### src/rtl/cau_pkg.sv
// ---------------------------------------------------------------------------
// cau_pkg
// Widths, opcodes and the shared side-data type of the complex arithmetic unit.
// ---------------------------------------------------------------------------
`timescale 1ns / 1ps

package cau_pkg;

   localparam int WORD_BITS = 32;
   localparam int FRAC_BITS = 16;

   localparam int PROD_W = 2 * WORD_BITS;
   localparam int SUM_W  = 2 * WORD_BITS + 1;
   localparam int MAG_W  = 2 * WORD_BITS;
   localparam int NUM_W  = 2 * WORD_BITS + FRAC_BITS;
   localparam int RT_W   = WORD_BITS + 2;

   localparam logic [2:0] OP_ADD  = 3'd0;
   localparam logic [2:0] OP_SUB  = 3'd1;
   localparam logic [2:0] OP_MUL  = 3'd2;
   localparam logic [2:0] OP_DIV  = 3'd3;
   localparam logic [2:0] OP_CONJ = 3'd4;
   localparam logic [2:0] OP_NEG  = 3'd5;
   localparam logic [2:0] OP_ABS  = 3'd6;
   localparam logic [2:0] OP_ABS2 = 3'd7;

   typedef struct packed {
      logic [2:0]       op;
      logic             neg_re;
      logic             neg_im;
      logic [MAG_W-1:0] mag_re;
      logic [MAG_W-1:0] mag_im;
      logic             dz;
      logic             qovf_re;
      logic             qovf_im;
   } side_type;

endpackage

### src/rtl/cau_sqrt_pipe.sv
// ---------------------------------------------------------------------------
// cau_sqrt_pipe
// Restoring integer square root, one root bit per stage.
// ---------------------------------------------------------------------------
`timescale 1ns / 1ps

module cau_sqrt_pipe import cau_pkg::*; (
   input  logic                 clock,
   input  logic [MAG_W-1:0]     radicand,
   output logic [WORD_BITS-1:0] root
);

   logic [MAG_W-1:0]     rad_ff  [0:WORD_BITS-1];
   logic [WORD_BITS-1:0] rem_ff  [0:WORD_BITS-1];
   logic [WORD_BITS-1:0] root_ff [0:WORD_BITS-1];

   genvar k;
   generate
      for (k = 0; k < WORD_BITS; k++) begin : g_stage
         logic [MAG_W-1:0]     rad_p;
         logic [WORD_BITS-1:0] rem_p, root_p;
         logic [RT_W-1:0]      t, trial, diff;
         logic                 ge;

         if (k == 0) begin : g_first
            assign rad_p  = radicand;
            assign rem_p  = '0;
            assign root_p = '0;
         end else begin : g_next
            assign rad_p  = rad_ff[k-1];
            assign rem_p  = rem_ff[k-1];
            assign root_p = root_ff[k-1];
         end

         always_comb begin
            t     = {rem_p, rad_p[MAG_W-1 -: 2]};
            trial = {root_p, 2'b01};
            ge    = t >= trial;
            diff  = t - trial;
         end

         always_ff @(posedge clock) begin
            rad_ff[k]  <= {rad_p[MAG_W-3:0], 2'b00};
            rem_ff[k]  <= ge ? diff[WORD_BITS-1:0] : t[WORD_BITS-1:0];
            root_ff[k] <= {root_p[WORD_BITS-2:0], ge};
         end
      end
   endgenerate

   assign root = root_ff[WORD_BITS-1];

endmodule

### config.mk
export PLATFORM = sky130hd
export DESIGN_NAME = cau_sqrt_pipe
export DESIGN_NICKNAME = d
export VERILOG_FILES = /design/src/rtl/cau_pkg.sv /design/src/rtl/cau_sqrt_pipe.sv
export SDC_FILE = /design/constraint.sdc
export NUM_CORES = 2
export LEC_CHECK = 0
export BUFFER_PORTS_ARGS = -buffer_cell sky130_fd_sc_hd__buf_4
export CAP_MARGIN = 0
export CORE_ASPECT_RATIO = 1.1
export CORE_UTILIZATION = 60
export CTS_BUF_LIST = sky130_fd_sc_hd__clkbuf_2
export DETAILED_ROUTE_END_ITERATION = 12
export PLACE_DENSITY = 0.88
export SETUP_SLACK_MARGIN = 0.3
export SLEW_MARGIN = 0
export SYNTH_ARGS = -nofsm -noshare
export SYNTH_HDL_FRONTEND = slang
export SYNTH_SLANG_ARGS = --single-unit
### constraint.sdc
create_clock -name clock -period 9 [get_ports clock]
set_input_delay 0 -clock clock [delete_from_list [all_inputs] [get_ports clock]]
set_output_delay 0 -clock clock [all_outputs]
set_load 0.03 [all_outputs]
==> impl_metrics.csv <==
group,metric,value,unit
route,detail_route.wirelength.met1,79.5,mm
yosys,yosysWarnings,0,
route,top_signal_layer_used,"met4",
setup_path,endpoint,"rem_ff[0][349]",
cts,clk_transition_reported_paths,120,ps
setup_path,setup.reg_to_reg.worst_slack,4620,ps
setup_path,cp-startpoint,"root_ff[9][0]",
setup_path,critical_path_depth,12,
timing,finalSetupViolations,0,
yosys,synth.yosys.seq_area_share,54.9,%
route,route.detailed.drc,0,
route,met2_wirelength,104,mm
floorplanning,die_height,408,µm
floorplanning,floorplan.initialDensity,60.6,%
global_route,number_of_global_route_vias_before_repair,66600,
global_route,gr-usage-all-layers,26.5,%
global_route,maximum_number_of_pins_on_one_net_before_global_route_repair,57,
timing,setup-tns-final,0,ps
timing,worst_slew_pin_slew,1210,ps
placement,place_hpwl,142,mm
timing,fmax,228,MHz
yosys,synthesis.area,0.0899,mm²
yosys,netlist-cell-type-count,97,
setup_path,critical_path.reg2reg.startpoint,"root_ff[9][0]",
yosys,async_reset_ff_share,0,%
yosys,synthesized_flop_and_latch_total,2466,
cts,cts-root-buf,"sky130_fd_sc_hd__clkbuf_2",
setup_path,startpoint_type,"flip-flop",
run,maxcap_viol_count,0,
final_layout,syn_to_final_growth,11.4,%
setup_path,worst_path_maximum_fanout,10,
timing,timing.final.crit_share,48.7,%
setup_path,start_to_end_type_of_the_worst_setup_path,"reg2reg",
cts,cts_tree,"yes",
floorplanning,die_area,0.151,mm²
route,routed-via-count,65400,
route,sum_of_met3_wire_segment_lengths_after_detailed_routing,9.70,mm
power_and_ir_drop,finalPower,0.0259,W
yosys,syn_inst,8871,
timing,maxSlewViolCount,0,
floorplanning,rows,148,
final_layout,layout_common_cells,"sky130_fd_sc_hd__dfxtp_1, sky130_fd_sc_hd__clkbuf_2, sky130_fd_sc_hd__inv_1",
cts,clock_tree.buffer_depth,4,
floorplanning,die_width,371,µm
route,detailedRoute.firstIterationViolations,4055,
power_and_ir_drop,leakage,48.8,nW
floorplanning,placeableCoreArea,0.148,mm²
timing,slew_headroom,19.2,%
setup_path,largest_stage_delay_on_the_critical_path,960,ps
run_status,result_of_the_run,"complete, no violations",
final_layout,final_cell_area,0.100,mm²
cts,tritoncts.num_buffers,585,
route,drtAntennaViolNets,0,
setup_path,path_cells,"inv_1 > ha_1 > nor2b_1 > o21ai_1 > a21boi_1 > o21ai_0 > a2111oi_0 > nor3b_2 > or3_1 > a21oi_1 > nand4_1 > xnor2_1",
cts,post-cts-setup-buffers,0,
global_route,grt_first_pass_wirelength,327,mm
global_route,grt_antenna_before_repair,4,
cts,clock_tree.htree_level_count,6,
setup_path,critPathCaptureType,"flip-flop",
timing,layout_min_cycle_time,4380,ps
setup_path,critical-path-top-delay-family,"compound AO/OA/AOI/OAI gates",
final_layout,utilization,67.5,%
cts,clock_sinks,2466,
placement,io_buffer_count,96,
setup_path,cp_slowest_cell,"sky130_fd_sc_hd__a2111oi_0",
setup_path,r2r-end,"rem_ff[0][349]",
final_layout,finalNetCount,10300,
power_and_ir_drop,power.density,258,mW/mm²
yosys,synth_area_per_cell,10.1,µm²
setup_path,worst_ep_arrival_time,5920,ps
placement,place.gp.congestion,0.922,
final_layout,leading_cell_type_in_the_layout_fill_and_taps_excluded,"sky130_fd_sc_hd__dfxtp_1",
final_layout,final_layout_size_suffix_gt1_share,11.0,%
timing,fin_worst_skew,163,ps
floorplanning,io_pins,97,
worst_hold_path,hold_path_class,"reg2reg",
setup_path,cp.required,10540,ps
placement,cell_area_after_placement,0.0927,mm²
timing,rsz0062_at_grt,"no",
yosys,synthesis.nets,9497,
setup_path,critical_path.n_buffers_inverters,1,
setup_path,worstRegToRegCells,12,
route,route.final.wire_length,202,mm
cts,clock_insertion_delay_worst_skew,1770,ps
route,wl_per_cell,16.9,µm
route,first_pass_iters,6,
global_route,grt.overflow.total,0,
timing,report.final.hold_viol_count,0,
power_and_ir_drop,peakVddDrop,0.191,mV
yosys,synth_edf_count,0,
route,via_per_inst,5.45,
yosys,synthFlopType,"sky130_fd_sc_hd__dfxtp_1",
[where the power goes]
| group | total, W | switching [W] | leakage (nW) | internal (W) |
|---|---|---|---|---|
| registers | 0.0141 | 0.00139 | 20.6 | 0.0127 |
| logic | 0.00501 | 0.00277 | 24.3 | 0.00225 |
| clock network | 0.00677 | 0.00413 | 3.78 | 0.00263 |
[final cells by class]
class	instances	area (µm²)
inverter	744	2790
multi-input combinational	5497	37200
sequential	2466	49400
tap	1950	2440
timing repair buffer	374	3450
antenna	2	5.00
fill	11000	48200
clock inverter	148	820
clock buffer	809	4050
[metrics by stage]
step	hold WS, ps	instances	setup WS, ps
CTS	184	12000	4680
floorplan	27.7	8871	5660
global placement	104	10800	4860
detailed placement	106	10800	4750
finish	232	12000	4620
global route	222	12000	4420
[worst min path at each step]
| stage | end | cells after the start | from | slack [ps] |
|---|---|---|---|---|
| after floorplan | rad_ff[0][0] | 0 | radicand[0] | 30 |
| after CTS | rad_ff[0][51] | 5 | radicand[51] | 180 |
| after global placement | rad_ff[0][61] | 1 | radicand[61] | 100 |
| final | rad_ff[1][110] | 0 | rad_ff[1][46] | 230 |
| after detailed placement | rad_ff[0][20] | 1 | radicand[20] | 110 |
| after global routing | rad_ff[1][239] | 0 | rad_ff[1][175] | 220 |
[worst reg2reg max path: stages (launching register included)]
cell                        delay [ps]
sky130_fd_sc_hd__dfxtp_1           360
sky130_fd_sc_hd__inv_1              50
sky130_fd_sc_hd__ha_1              380
sky130_fd_sc_hd__nor2b_1           220
sky130_fd_sc_hd__o21ai_1           150
sky130_fd_sc_hd__a21boi_1          280
sky130_fd_sc_hd__o21ai_0           190
sky130_fd_sc_hd__a2111oi_0         960
sky130_fd_sc_hd__nor3b_2           130
sky130_fd_sc_hd__or3_1             330
sky130_fd_sc_hd__a21oi_1           690
sky130_fd_sc_hd__nand4_1           220
sky130_fd_sc_hd__xnor2_1           180
[cell usage after synthesis, types with 107 or more instances]
| cell | number | area share [%] |
|---|---|---|
| sky130_fd_sc_hd__xnor2_1 | 399 | 3.9 |
| sky130_fd_sc_hd__nand3_1 | 134 | 0.75 |
| sky130_fd_sc_hd__inv_1 | 736 | 3.1 |
| sky130_fd_sc_hd__nor3_1 | 195 | 1.1 |
| sky130_fd_sc_hd__a21o_1 | 221 | 1.8 |
| sky130_fd_sc_hd__xor2_1 | 386 | 3.8 |
| sky130_fd_sc_hd__ha_1 | 561 | 7.8 |
| sky130_fd_sc_hd__a21oi_1 | 573 | 3.2 |
| sky130_fd_sc_hd__nand2_1 | 615 | 2.6 |
| sky130_fd_sc_hd__dfxtp_1 | 2466 | 55 |
| sky130_fd_sc_hd__nor2_1 | 572 | 2.4 |
| sky130_fd_sc_hd__clkbuf_1 | 141 | 0.59 |
| sky130_fd_sc_hd__o21ai_0 | 433 | 2.4 |
| sky130_fd_sc_hd__nand4_1 | 107 | 0.74 |
[repair_timing]
action,CTS,global route
resized for setup,0,0
hold endpoints to repair,65,0
hold buffers,258,0
[routing by layer]
metal | track usage, % | up-vias
met4 | 14.1 | 0
met5 | 0 | -
met1 | 29.0 | 30500
met3 | 4.87 | 637
met2 | 48.0 | 2118
li1 | - | 32100
[sequential cells by signal, indices dropped and copies added, names as in the netlist]
| signal | cells |
|---|---|
| rad_ff | 992 |
| root_ff | 528 |
| rem_ff | 946 |
[kinds of logic after synthesis]
family | synth area share (%)
flip-flops | 54.9
AND/OR/NAND/NOR | 12.2
AO/OA/AOI/OAI | 12.4
buffers and inverters | 3.81
XOR/XNOR | 7.65
adder cells (fa/ha/maj) | 7.81
multiplexers | 1.23
other | 0.00417
(Power assumes the default switching activity.)
